<file path="config.mk">
export PLATFORM = sky130hd
export DESIGN_NAME = constant_fraction_timing_flat
export DESIGN_NICKNAME = d
export VERILOG_FILES = /design/src/rtl/cft_pkg.sv /design/src/rtl/cft_req_if.sv /design/src/rtl/cft_rsp_if.sv /design/src/rtl/cft_ram.sv /design/src/rtl/cft_div.sv /design/src/rtl/constant_fraction_timing.sv /design/src/flat_wrapper.sv
export SDC_FILE = /design/constraint.sdc
export NUM_CORES = 2
export LEC_CHECK = 0
export ABC_CLOCK_PERIOD_IN_PS = 14000
export BUFFER_PORTS_ARGS = -buffer_cell sky130_fd_sc_hd__buf_4
export CAP_MARGIN = 20
export CORE_UTILIZATION = 55
export DETAILED_ROUTE_END_ITERATION = 10
export PLACE_DENSITY = 0.68
export SYNTH_ARGS = -nofsm -noshare
export SYNTH_HDL_FRONTEND = slang
export SYNTH_SLANG_ARGS = --single-unit
</file>
<file path="constraint.sdc">
create_clock -name clock -period 14 [get_ports clock]
set_input_delay 2.1 -clock clock [delete_from_list [all_inputs] [get_ports clock]]
set_output_delay 2.1 -clock clock [all_outputs]
set_load 0.02 [all_outputs]
</file>
<file path="src/rtl/cft_pkg.sv">
// shared constants, types and codes of the constant fraction timing block
package cft_pkg;

   localparam int TRACE_LEN = 512;
   localparam int MAX_DELAY = 32;
   localparam int HIST      = 10;
   localparam int EDGE      = 10;
   localparam int SPAN      = 5;

   localparam int SAMPLE_W  = 16;
   localparam int DELAY_W   = 5;
   localparam int ADDR_W    = $clog2(MAX_DELAY);
   localparam int IDX_W     = $clog2(TRACE_LEN + 1);
   localparam int CW        = 34;
   localparam int SW        = CW + 3;
   localparam int DIFF_W    = SW + 2;
   localparam int DEN_W     = SW + 1;
   localparam int QW        = 11;
   localparam int REM_W     = SW + QW;
   localparam int CNT_W     = $clog2(QW);
   localparam int TW        = 17;
   localparam int FRAC_SH   = 14;
   localparam int TIME_SH   = 8;

   typedef enum logic [1:0] {
      CSR_FRACTION  = 2'd0,
      CSR_DELAY     = 2'd1,
      CSR_THRESHOLD = 2'd2
   } cft_csr_type;

   typedef enum logic [1:0] {
      STATUS_FOUND    = 2'd0,
      STATUS_NEVER    = 2'd1,
      STATUS_NO_CROSS = 2'd2
   } cft_status_type;

   typedef struct packed {
      logic              start;
      logic [SW-1:0]     mag;
      logic [DEN_W-1:0]  den;
      logic [TW-1:0]     base;
   } cft_div_req_type;

   typedef struct packed {
      logic              busy;
      logic [TW-1:0]     crossing_q8;
   } cft_div_rsp_type;

endpackage

</file>
<file path="src/rtl/cft_req_if.sv">
// sample channel: one trace sample per item, last marks the end of the trace
interface cft_req_if;
   import cft_pkg::*;
   logic                       valid;
   logic                       ready;
   logic signed [SAMPLE_W-1:0] sample;
   logic                       last;

   modport source (output valid, output sample, output last, input ready);
   modport sink   (input valid, input sample, input last, output ready);
endinterface

</file>
<file path="src/rtl/cft_rsp_if.sv">
// result channel: one item per trace with status and crossing time
interface cft_rsp_if;
   import cft_pkg::*;
   logic            valid;
   logic            ready;
   logic [1:0]      status;
   logic [TW-1:0]   crossing_time_q8;

   modport source (output valid, output status, output crossing_time_q8, input ready);
   modport sink   (input valid, input status, input crossing_time_q8, output ready);
endinterface

</file>
<file path="src/rtl/cft_ram.sv">
// generic single write port ram with registered read
module cft_ram #(
   parameter int WIDTH = 16,
   parameter int DEPTH = 32
) (
   input  logic                     clock,
   input  logic                     we,
   input  logic [$clog2(DEPTH)-1:0] waddr,
   input  logic [WIDTH-1:0]         wdata,
   input  logic [$clog2(DEPTH)-1:0] raddr,
   output logic [WIDTH-1:0]         rdata
);
   logic [WIDTH-1:0] mem_ff [DEPTH];
   logic [WIDTH-1:0] rdata_ff;

   always_ff @(posedge clock) begin
      if (we) begin
         mem_ff[waddr] <= wdata;
      end
      rdata_ff <= mem_ff[raddr];
   end

   assign rdata = rdata_ff;
endmodule

</file>
<file path="src/rtl/cft_div.sv">
// restoring divider for the crossing fraction, one quotient bit per cycle
module cft_div import cft_pkg::*; (
   input  logic            clock,
   input  logic            reset,
   input  cft_div_req_type div_req,
   output cft_div_rsp_type div_rsp
);
   logic             busy_ff, busy_in;
   logic [CNT_W-1:0] cnt_ff, cnt_in;
   logic [REM_W-1:0] rem_ff, rem_in;
   logic [REM_W-1:0] dsh_ff, dsh_in;
   logic [QW-1:0]    q_ff, q_in;
   logic [TW-1:0]    base_ff, base_in;
   logic [TW-1:0]    res_ff, res_in;
   logic             fit;

   assign fit = (rem_ff >= dsh_ff);

   always_comb begin
      busy_in = busy_ff;
      cnt_in  = cnt_ff;
      rem_in  = rem_ff;
      dsh_in  = dsh_ff;
      q_in    = q_ff;
      base_in = base_ff;
      res_in  = res_ff;
      if (div_req.start) begin
         busy_in = 1'b1;
         cnt_in  = CNT_W'(QW - 1);
         // dividend is 1280 times the magnitude
         rem_in  = (REM_W'(div_req.mag) << 10) + (REM_W'(div_req.mag) << 8);
         dsh_in  = REM_W'(div_req.den) << (QW - 1);
         q_in    = '0;
         base_in = div_req.base;
      end else if (busy_ff) begin
         rem_in = fit ? (rem_ff - dsh_ff) : rem_ff;
         q_in   = {q_ff[QW-2:0], fit};
         dsh_in = dsh_ff >> 1;
         cnt_in = cnt_ff - CNT_W'(1);
         if (cnt_ff == '0) begin
            busy_in = 1'b0;
            res_in  = base_ff + TW'(q_in);
         end
      end
   end

   always_ff @(posedge clock) begin
      if (reset) begin
         busy_ff <= 1'b0;
      end else begin
         busy_ff <= busy_in;
      end
      cnt_ff  <= cnt_in;
      rem_ff  <= rem_in;
      dsh_ff  <= dsh_in;
      q_ff    <= q_in;
      base_ff <= base_in;
      res_ff  <= res_in;
   end

   assign div_rsp.busy        = busy_ff;
   assign div_rsp.crossing_q8 = res_ff;
endmodule

</file>
<file path="src/rtl/constant_fraction_timing.sv">
// top level of the constant fraction timing discriminator
//
// Samples of one trace enter on req_ch, one item per cycle while req_ch.ready
// is high, the final sample marked by last. A 32-entry delay ram supplies the
// delayed sample; the CFD value, arming test, five-sample sums and crossing
// test run in a four-stage pipeline. The first crossing of a trace starts the
// divider for the fractional time. One result item per trace leaves on rsp_ch
// from an output register, loaded once the last sample has left the pipeline
// and no division is running. From the acceptance of the last sample until
// the result is in the output register req_ch.ready is low.
// A stalled receiver holds the result and keeps req_ch.ready low once the
// next trace ends. Samples past the first 512 of a trace are ignored.
// Registers on the csr port are written at any edge with csr_we high. Reset
// clears the trace state and loads the register defaults: fraction -0.5,
// delay 10, threshold -50.
module constant_fraction_timing import cft_pkg::*; (
   input  logic                 clock,
   input  logic                 reset,
   cft_req_if.sink              req_ch,
   cft_rsp_if.source            rsp_ch,
   input  logic                 csr_we,
   input  logic [1:0]           csr_index,
   input  logic [SAMPLE_W-1:0]  csr_wdata
);
   // configuration
   logic signed [SAMPLE_W-1:0] frac_ff, frac_in;
   logic        [DELAY_W-1:0]  delay_ff, delay_in;
   logic signed [SAMPLE_W-1:0] thr_ff, thr_in;

   // input side
   logic                pend_ff, pend_in;
   logic [IDX_W-1:0]    idx_ff, idx_in;
   logic                accept, take;
   logic [ADDR_W-1:0]   raddr;
   logic [SAMPLE_W-1:0] rdata;
   logic                fwd_ff;
   logic [SAMPLE_W-1:0] fwd_data_ff;
   logic signed [SAMPLE_W-1:0] xd;
   logic signed [2*SAMPLE_W-1:0] prod;
   logic signed [CW-1:0] c_in;

   // stage a
   logic                 va_ff, ta_ff, la_ff;
   logic [IDX_W-1:0]     na_ff;
   logic signed [CW-1:0] ca_ff;

   // stage b
   logic                 vb_ff, tb_ff, lb_ff;
   logic [IDX_W-1:0]     nb_ff;
   logic signed [CW-1:0] hist_ff [HIST];
   logic                 armed_ff, armed_in;
   logic [IDX_W-1:0]     arm_at_ff, arm_at_in;

   // stage c
   logic                 vc_ff, tc_ff, lc_ff;
   logic [IDX_W-1:0]     nc_ff;
   logic signed [SW-1:0] s0_ff, s1_ff;
   logic signed [CW:0]   step_ff;

   // stage d
   logic signed [DIFF_W-1:0] diff, step5;
   logic                 hit;
   logic                 found_ff, found_in;
   logic [IDX_W-1:0]     cross_at_ff, cross_at_in;
   logic                 fin_ff, fin_in;
   logic [IDX_W-1:0]     fin_len_ff, fin_len_in;
   cft_div_req_type      div_req;
   cft_div_rsp_type      div_rsp;

   // output
   logic                 load;
   logic                 rsp_valid_ff, rsp_valid_in;
   logic [1:0]           rsp_status_ff, rsp_status_in;
   logic [TW-1:0]        rsp_time_ff, rsp_time_in;

   // config port
   always_comb begin
      frac_in  = frac_ff;
      delay_in = delay_ff;
      thr_in   = thr_ff;
      if (csr_we) begin
         unique case (csr_index)
            CSR_FRACTION:  frac_in  = csr_wdata;
            CSR_DELAY:     delay_in = csr_wdata[DELAY_W-1:0];
            CSR_THRESHOLD: thr_in   = csr_wdata;
            default:       ;
         endcase
      end
   end

   // sample intake and delay line
   assign req_ch.ready = !pend_ff;
   assign accept       = req_ch.valid && !pend_ff;
   assign take         = (idx_ff < IDX_W'(TRACE_LEN));

   always_comb begin
      idx_in  = idx_ff;
      pend_in = pend_ff;
      if (accept) begin
         if (req_ch.last) begin
            idx_in  = '0;
            pend_in = 1'b1;
         end else if (take) begin
            idx_in = idx_ff + IDX_W'(1);
         end
      end
      if (load) begin
         pend_in = 1'b0;
      end
   end

   assign raddr = idx_in[ADDR_W-1:0] - ADDR_W'(delay_in);

   cft_ram #(.WIDTH(SAMPLE_W), .DEPTH(MAX_DELAY)) u_delay_ram (
      .clock (clock),
      .we    (accept && take),
      .waddr (idx_ff[ADDR_W-1:0]),
      .wdata (req_ch.sample),
      .raddr (raddr),
      .rdata (rdata)
   );

   always_comb begin
      if (delay_ff == '0) begin
         xd = req_ch.sample;
      end else if (idx_ff < IDX_W'(delay_ff)) begin
         xd = '0;
      end else if (fwd_ff) begin
         xd = fwd_data_ff;
      end else begin
         xd = rdata;
      end
   end

   assign prod = (2*SAMPLE_W)'(frac_ff) * (2*SAMPLE_W)'(req_ch.sample);
   assign c_in = (CW'(xd) <<< FRAC_SH) + CW'(prod);

   // arming on stage a output
   always_comb begin
      armed_in  = armed_ff;
      arm_at_in = arm_at_ff;
      if (va_ff && ta_ff && !armed_ff && (na_ff >= IDX_W'(EDGE)) &&
          (ca_ff < (CW'(thr_ff) <<< FRAC_SH))) begin
         armed_in  = 1'b1;
         arm_at_in = na_ff;
      end
      if (load) begin
         armed_in = 1'b0;
      end
   end

   // crossing test on stage c output
   assign diff  = DIFF_W'(s1_ff) - DIFF_W'(s0_ff);
   assign step5 = (DIFF_W'(step_ff) <<< 2) + DIFF_W'(step_ff);
   assign hit   = vc_ff && tc_ff && armed_ff && !found_ff &&
                  (nc_ff >= IDX_W'(SPAN)) && ((nc_ff - IDX_W'(SPAN)) > arm_at_ff) &&
                  (s0_ff < 0) && (s1_ff > 0) && (diff > step5);

   assign div_req.start = hit;
   assign div_req.mag   = SW'(-s0_ff);
   assign div_req.den   = diff[DEN_W-1:0];
   assign div_req.base  = TW'({nc_ff - IDX_W'(SPAN + 2), {TIME_SH{1'b0}}});

   cft_div u_div (
      .clock   (clock),
      .reset   (reset),
      .div_req (div_req),
      .div_rsp (div_rsp)
   );

   always_comb begin
      found_in    = found_ff;
      cross_at_in = cross_at_ff;
      fin_in      = fin_ff;
      fin_len_in  = fin_len_ff;
      if (hit) begin
         found_in    = 1'b1;
         cross_at_in = nc_ff - IDX_W'(SPAN);
      end
      if (vc_ff && lc_ff) begin
         fin_in     = 1'b1;
         fin_len_in = nc_ff + IDX_W'(tc_ff);
      end
      if (load) begin
         found_in = 1'b0;
         fin_in   = 1'b0;
      end
   end

   // result register
   assign load = fin_ff && !div_rsp.busy && (!rsp_valid_ff || rsp_ch.ready);

   always_comb begin
      rsp_valid_in  = rsp_valid_ff && !rsp_ch.ready;
      rsp_status_in = rsp_status_ff;
      rsp_time_in   = rsp_time_ff;
      if (load) begin
         rsp_valid_in = 1'b1;
         rsp_time_in  = '0;
         if (found_ff && ({1'b0, cross_at_ff} + (IDX_W+1)'(11) <= {1'b0, fin_len_ff})) begin
            rsp_status_in = STATUS_FOUND;
            rsp_time_in   = div_rsp.crossing_q8;
         end else if (armed_ff &&
                      ({1'b0, arm_at_ff} + (IDX_W+1)'(11) <= {1'b0, fin_len_ff})) begin
            rsp_status_in = STATUS_NO_CROSS;
         end else begin
            rsp_status_in = STATUS_NEVER;
         end
      end
   end

   assign rsp_ch.valid            = rsp_valid_ff;
   assign rsp_ch.status           = rsp_status_ff;
   assign rsp_ch.crossing_time_q8 = rsp_time_ff;

   // control registers
   always_ff @(posedge clock) begin
      if (reset) begin
         frac_ff      <= -16'sd8192;
         delay_ff     <= DELAY_W'(10);
         thr_ff       <= -16'sd50;
         pend_ff      <= 1'b0;
         idx_ff       <= '0;
         va_ff        <= 1'b0;
         vb_ff        <= 1'b0;
         vc_ff        <= 1'b0;
         armed_ff     <= 1'b0;
         arm_at_ff    <= '0;
         found_ff     <= 1'b0;
         cross_at_ff  <= '0;
         fin_ff       <= 1'b0;
         rsp_valid_ff <= 1'b0;
      end else begin
         frac_ff      <= frac_in;
         delay_ff     <= delay_in;
         thr_ff       <= thr_in;
         pend_ff      <= pend_in;
         idx_ff       <= idx_in;
         va_ff        <= accept;
         vb_ff        <= va_ff;
         vc_ff        <= vb_ff;
         armed_ff     <= armed_in;
         arm_at_ff    <= arm_at_in;
         found_ff     <= found_in;
         cross_at_ff  <= cross_at_in;
         fin_ff       <= fin_in;
         rsp_valid_ff <= rsp_valid_in;
      end
   end

   // pipeline payload
   always_ff @(posedge clock) begin
      fwd_ff      <= accept && take && (idx_ff[ADDR_W-1:0] == raddr);
      fwd_data_ff <= req_ch.sample;

      ta_ff <= take;
      la_ff <= req_ch.last;
      na_ff <= idx_ff;
      ca_ff <= c_in;

      tb_ff <= ta_ff;
      lb_ff <= la_ff;
      nb_ff <= na_ff;
      if (va_ff && ta_ff) begin
         for (int i = 0; i < HIST - 1; i++) begin
            hist_ff[i] <= hist_ff[i+1];
         end
         hist_ff[HIST-1] <= ca_ff;
      end

      tc_ff   <= tb_ff;
      lc_ff   <= lb_ff;
      nc_ff   <= nb_ff;
      s0_ff   <= SW'(hist_ff[0]) + SW'(hist_ff[1]) + SW'(hist_ff[2]) +
                 SW'(hist_ff[3]) + SW'(hist_ff[4]);
      s1_ff   <= SW'(hist_ff[5]) + SW'(hist_ff[6]) + SW'(hist_ff[7]) +
                 SW'(hist_ff[8]) + SW'(hist_ff[9]);
      step_ff <= (CW+1)'(hist_ff[5]) - (CW+1)'(hist_ff[4]);

      fin_len_ff    <= fin_len_in;
      rsp_status_ff <= rsp_status_in;
      rsp_time_ff   <= rsp_time_in;
   end
endmodule
</file>
<file path="src/flat_wrapper.sv">
// flat-port wrapper written by rule: the top's interface ports become plain ports
module constant_fraction_timing_flat import cft_pkg::*;
  (clock, reset, csr_we, csr_index, csr_wdata, req_ch_valid, req_ch_sample, req_ch_last, req_ch_ready, rsp_ch_valid, rsp_ch_status, rsp_ch_crossing_time_q8, rsp_ch_ready);
  cft_req_if req_ch_i ();
  cft_rsp_if rsp_ch_i ();
  input  logic clock;
  input  logic reset;
  input  logic csr_we;
  input  logic [1:0] csr_index;
  input  logic [SAMPLE_W-1:0] csr_wdata;
  input wire logic [$bits(req_ch_i.valid)-1:0] req_ch_valid;
  input wire logic [$bits(req_ch_i.sample)-1:0] req_ch_sample;
  input wire logic [$bits(req_ch_i.last)-1:0] req_ch_last;
  output wire logic [$bits(req_ch_i.ready)-1:0] req_ch_ready;
  output wire logic [$bits(rsp_ch_i.valid)-1:0] rsp_ch_valid;
  output wire logic [$bits(rsp_ch_i.status)-1:0] rsp_ch_status;
  output wire logic [$bits(rsp_ch_i.crossing_time_q8)-1:0] rsp_ch_crossing_time_q8;
  input wire logic [$bits(rsp_ch_i.ready)-1:0] rsp_ch_ready;
  assign req_ch_i.valid = req_ch_valid;
  assign req_ch_i.sample = req_ch_sample;
  assign req_ch_i.last = req_ch_last;
  assign req_ch_ready = req_ch_i.ready;
  assign rsp_ch_valid = rsp_ch_i.valid;
  assign rsp_ch_status = rsp_ch_i.status;
  assign rsp_ch_crossing_time_q8 = rsp_ch_i.crossing_time_q8;
  assign rsp_ch_i.ready = rsp_ch_ready;
  constant_fraction_timing u_core (.clock(clock), .reset(reset), .req_ch(req_ch_i), .rsp_ch(rsp_ch_i), .csr_we(csr_we), .csr_index(csr_index), .csr_wdata(csr_wdata));
endmodule
</file>
# After elaboration in Yosys (flattened, before gate mapping)
# Memory sizes are Yosys's and may differ from the RTL's. A register that Yosys moved wholly into a read port is not among the register bits.
# Cells that the tools add are included.
[totals]
reg_bits = 437
ram_bits = 852
out_inout_bits = 21
mem_count = 2
[memory_table]
columns = ["name", "words", "word_bits", "read_ports", "rd_ports_with_merged_regs", "write_ports", "line", "source"]
rows = [
  ["u_core.u_delay_ram.mem_ff", 32, 16, 1, 1, 1, "cft_ram.sv:13", "logic [WIDTH-1:0] mem_ff [DEPTH];"],
  ["u_core.hist_ff", 10, 34, 10, 0, 10, "constant_fraction_timing.sv:50", "logic signed [CW-1:0] hist_ff [HIST];"],
]
[op_classes]
addsub = 24
mul = 1
order_cmp = 12
eq_ne = 3
n_mux = 22
bitwise = 1
reduce_logical = 41
[ops]
columns = ["operator", "count"]
rows = [
  ["$mux 48", 5],
  ["$add 37x34->37", 4],
  ["$add 35x34->36", 2],
  ["$add 34x34->35", 2],
  ["$add 47x45->48", 1],
  ["$ge 48x48->1", 1],
  ["$mux 16", 3],
  ["$sub 48x48->48", 1],
  ["$gt 39x39->1", 1],
  ["$add 37x35->38", 1],
  ["$sub 37x37->38", 1],
  ["$gt 37x1->1 const B", 1],
  ["$lt 37x1->1 const B", 1],
  ["$neg 37->37", 1],
  ["$sub 34x34->35", 1],
  ["$lt 34x30->1", 1],
  ["$add 30x32->33", 1],
  ["$mul 16x16->32", 1],
  ["$add 10x4->11 const B", 2],
  ["$le 11x10->1", 2],
  ["$logic_and 1x1->1", 21],
  ["$mux 10", 2],
  ["$add 17x11->17", 1],
  ["$mux 5", 3],
  ["26 further kinds", 44],
]

# Longest topological paths before layout
[logic_depth]
word_depth = 10
ltp_mapped = 31
ltp_nobuf = 31

# By module
# A second synthesis with hierarchy kept.
[hier_totals]
cells_unflattened = 6483
hier_area_um2 = 76633.5
[modules_own_cells]
columns = ["module", "n_inst", "cells_each", "area_each_um2", "seq_area_each_um2"]
rows = [
  ["constant_fraction_timing", 1, 4125, 45290.9, 16185.5],
  ["cft_ram", 1, 1143, 20535.9, 15695.1],
  ["cft_div", 1, 1215, 10806.6, 4103.9],
]

# Worst setup path before layout
# Ideal clock, no wire load.
[synth_timing]
path_type = "flip-flop to flip-flop"
startpoint = "reg u_core.ta_ff"
endpoint = "reg u_core.arm_at_ff[0]"
setup_ns = 0.128
t_arrival_ns = 9.586
path_slack_ns = 4.286
stages_incl_launch_ff = 9
path_buffers = 1
synth_period_minus_slack_ns = 9.714
cell_sequence = "dfxtp_1 and2_1 o311a_1 nand3_1 a21oi_1 a32oi_1 clkbuf_1 mux2i_1 nor2_1"
[synth_between]
elab_chain_len = 4
[synth_rtl]
columns = ["item", "line", "source"]
rows = [
  ["from (decl)", "constant_fraction_timing.sv:43", "logic va_ff, ta_ff, la_ff;"],
  ["from (signal assigned)", "constant_fraction_timing.sv:256", "ta_ff <= take;"],
  ["$logic_and 1x1->1 (4 in series)", "constant_fraction_timing.sv:142", "if (va_ff && ta_ff && !armed_ff && (na_ff >= IDX_W'(EDGE)) &&"],
  ["to (signal assigned)", "constant_fraction_timing.sv:243", "arm_at_ff <= arm_at_in;"],
  ["to (decl)", "constant_fraction_timing.sv:52", "logic [IDX_W-1:0] arm_at_ff, arm_at_in;"],
]
# Every way passes these cells.
# A chain may end at the register's enable or synchronous reset.

# Final worst setup path
[layout_timing]
startpoint = "in req_ch_sample[4]"
endpoint = "reg u_core.ca_ff[31]"
[layout_between]
elab_chain_len = 2
word_cells_on_any_way = 3
cone_classes = "add/sub: 1; mul: 1; mux: 1"
[layout_rtl]
columns = ["item", "line", "source"]
rows = [
  ["from (decl)", "flat_wrapper.sv:12", "input wire logic [$bits(req_ch_i.sample)-1:0] req_ch_sample;"],
  ["$mul 16x16->32 or $mux 16 (tied branches)", "constant_fraction_timing.sv:135, constant_fraction_timing.sv:124", ""],
  ["$add 30x32->33 (*)", "constant_fraction_timing.sv:136", "assign c_in = (CW'(xd) <<< FRAC_SH) + CW'(prod);"],
  ["via u_core.c_in[31]", "constant_fraction_timing.sv:40", "logic signed [CW-1:0] c_in;"],
  ["to (signal assigned)", "constant_fraction_timing.sv:259", "ca_ff <= c_in;"],
  ["to (decl)", "constant_fraction_timing.sv:45", "logic signed [CW-1:0] ca_ff;"],
]
# The timed path passes the listed nets; every way through them passes the cells marked *.

==> flow_summary_export.csv <==
group,metric,value,unit
setup_path,critical_path.startpoint_type,"primary input",
clock_tree,cts_setup_buffers,0,
clock_tree,cts_tree,"built",
global_routing,antenna_found_initial,3,
global_routing,grt_pass1_vias,49600,
route,wl_met2,85.2,mm
timing,relSlewSlack,29.7,%
place,gp_congestion,0.903,
clock_tree,cts_max_path_buffers,3,
clock_tree,path_clk_slew,0.06,ns
place,post-place-ws,4.82,ns
place,placedInstanceArea,0.0798,sq mm
route,postRouteAntennaNets,0,
route,num_vias,48600,
power,power_leakage,35.6,nW
route,firstDrtPassIters,6,
timing,max_freq,119,MHz
timing,setup_viol,0,
place,io_buffers,60,
power,power_frac_clock,22.5,%
floorplan,dieArea,0.142,sq mm
clock_tree,cts.sink_count,1294,
floorplan,row_count,137,
floorplan,initial_core_util,55.3,%
clock_tree,post_cts_resize_count,0,
setup_path,cpMostUsedCell,"fa_1",
yosys,synth_edf_count,983,
timing,worst_slew_pin_slew,1.05,ns
place,dpl.hpwl,126,mm
setup_path,worstPathCellList,"buf_4, nand2_1, inv_1, fa_1, fa_1, inv_1, fa_1, inv_1, fa_1, fa_1, inv_1, fa_1, inv_1, ha_1, o21a_1, a21oi_1, o21ai_0, a221oi_1, o211ai_1, o41a_1, a21o_1, a21oi_1, xnor2_1",
setup_path,cp.arrival,9.10,ns
global_routing,grt_pass1_wl,276,mm
timing,finalHoldViolations,0,
floorplan,boundaryPins,61,
timing,worst_slack,5.61,ns
timing,rsz0062_at_grt,"false",
setup_path,cp-end-kind,"register",
clock_tree,postCtsHoldBufs,0,
power,power_density,203,mW/mm^2
floorplan,core_area,0.139,sq mm
setup_path,cp_max_fo,50,
yosys,synthArstFlopShare,0,%
setup_path,cp.required,14.71,ns
power,comb_power_share,49.9,%
route,wirelength,176,mm
clock_tree,numCtsBuffers,139,
yosys,seq_area_frac_synth,46.4,%
global_routing,grt_overflow,0,
power,swShare,38.8,%
clock_tree,insertion_delay,0.79,ns
hold_path,holdPathStages,0,
yosys,synth.distinct_cells,82,
power,design_power_total,17.2,mW
timing,fin_setup_tns,0,ns
floorplan,dieWidth,376,um
flow_run,drv_cap,0,
layout,layout_commonest_cell,"edfxtp_1",
global_routing,gr-usage-all-layers,25.1,%
clock_tree,root_buffer,"clkbuf_16",
power,peakVddDrop,0.000342,V
route,vias_per_cell,5.68,
route,drtIter0Drc,3359,
setup_path,r2r_cells,28,
layout,final_cell_mix,"983 x edfxtp_1, 889 x inv_1, 526 x ha_1",
clock_tree,h-tree-depth,4,
layout,fin_nets,7564,
layout,syn2layout_area_growth,9.98,%
timing,slew_violations,0,
timing,fin_crit_sh,59.9,%
power,pwr-share-seq,27.6,%
hold_path,hp-class,"register to register",
route,m1WireLength,75.6,mm
yosys,syn_area,0.0771,sq mm
floorplan,die_h,376,um
layout,final_area,0.0848,sq mm
power,switchingPower,6.68,mW
outcome,status,"finished clean",
layout,drive_gt1_share,8.66,%
yosys,syn_inst,6459,
yosys,synth_top_flop_cell,"edfxtp_1",
route,dr_wl_met3,9.04,mm
layout,n_fill_cell,11000,
yosys,syn_area_per_cell,11.9,sq um
yosys,synth_seq_cells,1294,
route,wl_per_cell,20.5,um
setup_path,slowest_stage,"fa_1",
route,drc,0,
timing,clock_skew,0.0507,ns
route,dr.max_layer_used,"met4",
global_routing,grt_max_degree,80,
setup_path,max_stage_delay,0.94,ns
yosys,synth_nets,7459,
timing,min_period,8.39,ns
setup_path,worstSetupPathType,"primary input to register",
yosys,synth_warnings,0,
power,internal_power,10.5,mW
[cells by family (layout without fill, tap and decap cells)]
| kind of cell | after synthesis | in the layout | share of synthesized area, % |
|---|---|---|---|
| adders and majority gates | 960 | 960 | 19.8 |
| muxes | 244 | 244 | 5.79 |
| DFF | 1294 | 1294 | 46.4 |
| other | 0 | 6 | 0 |
| AOI/OAI and AO/OA | 1131 | 1131 | 9.53 |
| buffers and inverters | 1045 | 1269 | 5.16 |
| xor gates and xnor gates | 413 | 413 | 4.69 |
| and+or+nand+nor | 1372 | 1372 | 8.65 |
[synthesized netlist by cell type, drive strengths merged (27+ instances only)]
cell,n,share of area (%)
or3,27,0.22
a211oi,32,0.33
buf,31,0.23
nand2b,73,0.59
and2,132,1.1
nor2,319,1.6
inv,890,4.3
o21a,65,0.63
mux4,160,4.7
nor3,74,0.48
nand4,48,0.39
xnor2,274,3.1
xor2,139,1.6
o21ai,208,1.4
nor4,27,0.22
edfxtp,983,38
a21oi,334,2.2
clkbuf,124,0.60
nand2,397,1.9
mux2i,66,0.86
nand3,89,0.58
a21o,227,2.2
dfxtp,311,8.1
nor2b,67,0.54
fa,433,11
and3,59,0.48
ha,527,8.6
o21bai,42,0.41
o31ai,28,0.29
[critical path, delay by kind of cell]
| family | cells | cell delay, ns |
|---|---|---|
| AO/OA/AOI/OAI | 8 | 1.78 |
| XOR/XNOR | 1 | 0.13 |
| adder cells (fa/ha/maj) | 7 | 3.87 |
| buffers and inverters | 6 | 0.93 |
| AND/OR/NAND/NOR | 1 | 0.21 |
[state kept, by name, indices dropped and copies added, names as in the netlist, 5 cells and up]
| name | flops |
|---|---|
| u_core.u_delay_ram.mem_ff | 512 |
| u_core.hist_ff | 330 |
| u_core.u_div.dsh_ff | 48 |
| u_core.u_div.rem_ff | 48 |
| u_core.s0_ff | 37 |
| u_core.s1_ff | 37 |
| u_core.step_ff | 35 |
| u_core.ca_ff | 33 |
| u_core.rsp_ch.crossing_time_q8 | 17 |
| u_core.u_div.res_ff | 17 |
| u_core.frac_ff | 16 |
| u_core.fwd_data_ff | 16 |
| u_core.thr_ff | 16 |
| u_core.u_delay_ram.rdata | 16 |
| u_core.arm_at_ff | 10 |
| u_core.cross_at_ff | 10 |
| u_core.fin_len_ff | 10 |
| u_core.idx_ff | 10 |
| u_core.na_ff | 10 |
| u_core.nb_ff | 10 |
| u_core.nc_ff | 10 |
| u_core.u_div.q_ff | 10 |
| u_core.u_div.base_ff | 9 |
| u_core.delay_ff | 5 |
[layout make-up]
type	count	area [sq um]	share of cell area, %
multi-input cells	4120	37400	44.2
flip-flops and latches	1294	35700	42.2
clock buffers	188	3900	4.60
inverters	890	3340	3.94
well taps	1876	2350	2.77
clock inverters	72	1070	1.26
repair buffers	119	915	1.08
diodes	6	15.0	0.0177
[worst paths after layout]
check	start	to	slack [ns]
setup reg to reg	u_core.step_ff[0]	u_core.u_div.res_ff[12]	6.23
hold reg to reg	u_core.la_ff	u_core.lb_ff	0.33
setup / recovery	req_ch_sample[4]	u_core.ca_ff[31]	5.61
hold / removal	u_core.la_ff	u_core.lb_ff	0.33
[per-layer routing]
metal	vias to the layer above	track usage (%)
met5	-	0
met4	0	8.43
met3	295	3.34
met2	1335	42.2
met1	24200	33.6
li1	22800	-
[power groups by stage]
stage	Sequential (mW)	Clock [mW]	Combinational, mW
6_report	4.76	3.87	8.60
2_1_floorplan	4.70	0	6.74
4_1_cts	4.75	3.95	8.67
3_3_place_gp	4.83	0	8.45
5_1_grt	4.77	4.09	9.76
3_5_place_dp	4.83	0	8.61
[through the flow]
stage          cells  hold slack (ns)  utilization [%]
2_1_floorplan   6459            0.310                -
3_3_place_gp    8295            0.310             57.2
3_5_place_dp    8298            0.312             57.2
4_1_cts         8558            0.326             60.8
5_1_grt         8562            0.331             60.8
6_report        8565            0.325             60.8
Note: power is estimated with default switching activity, not from simulation.
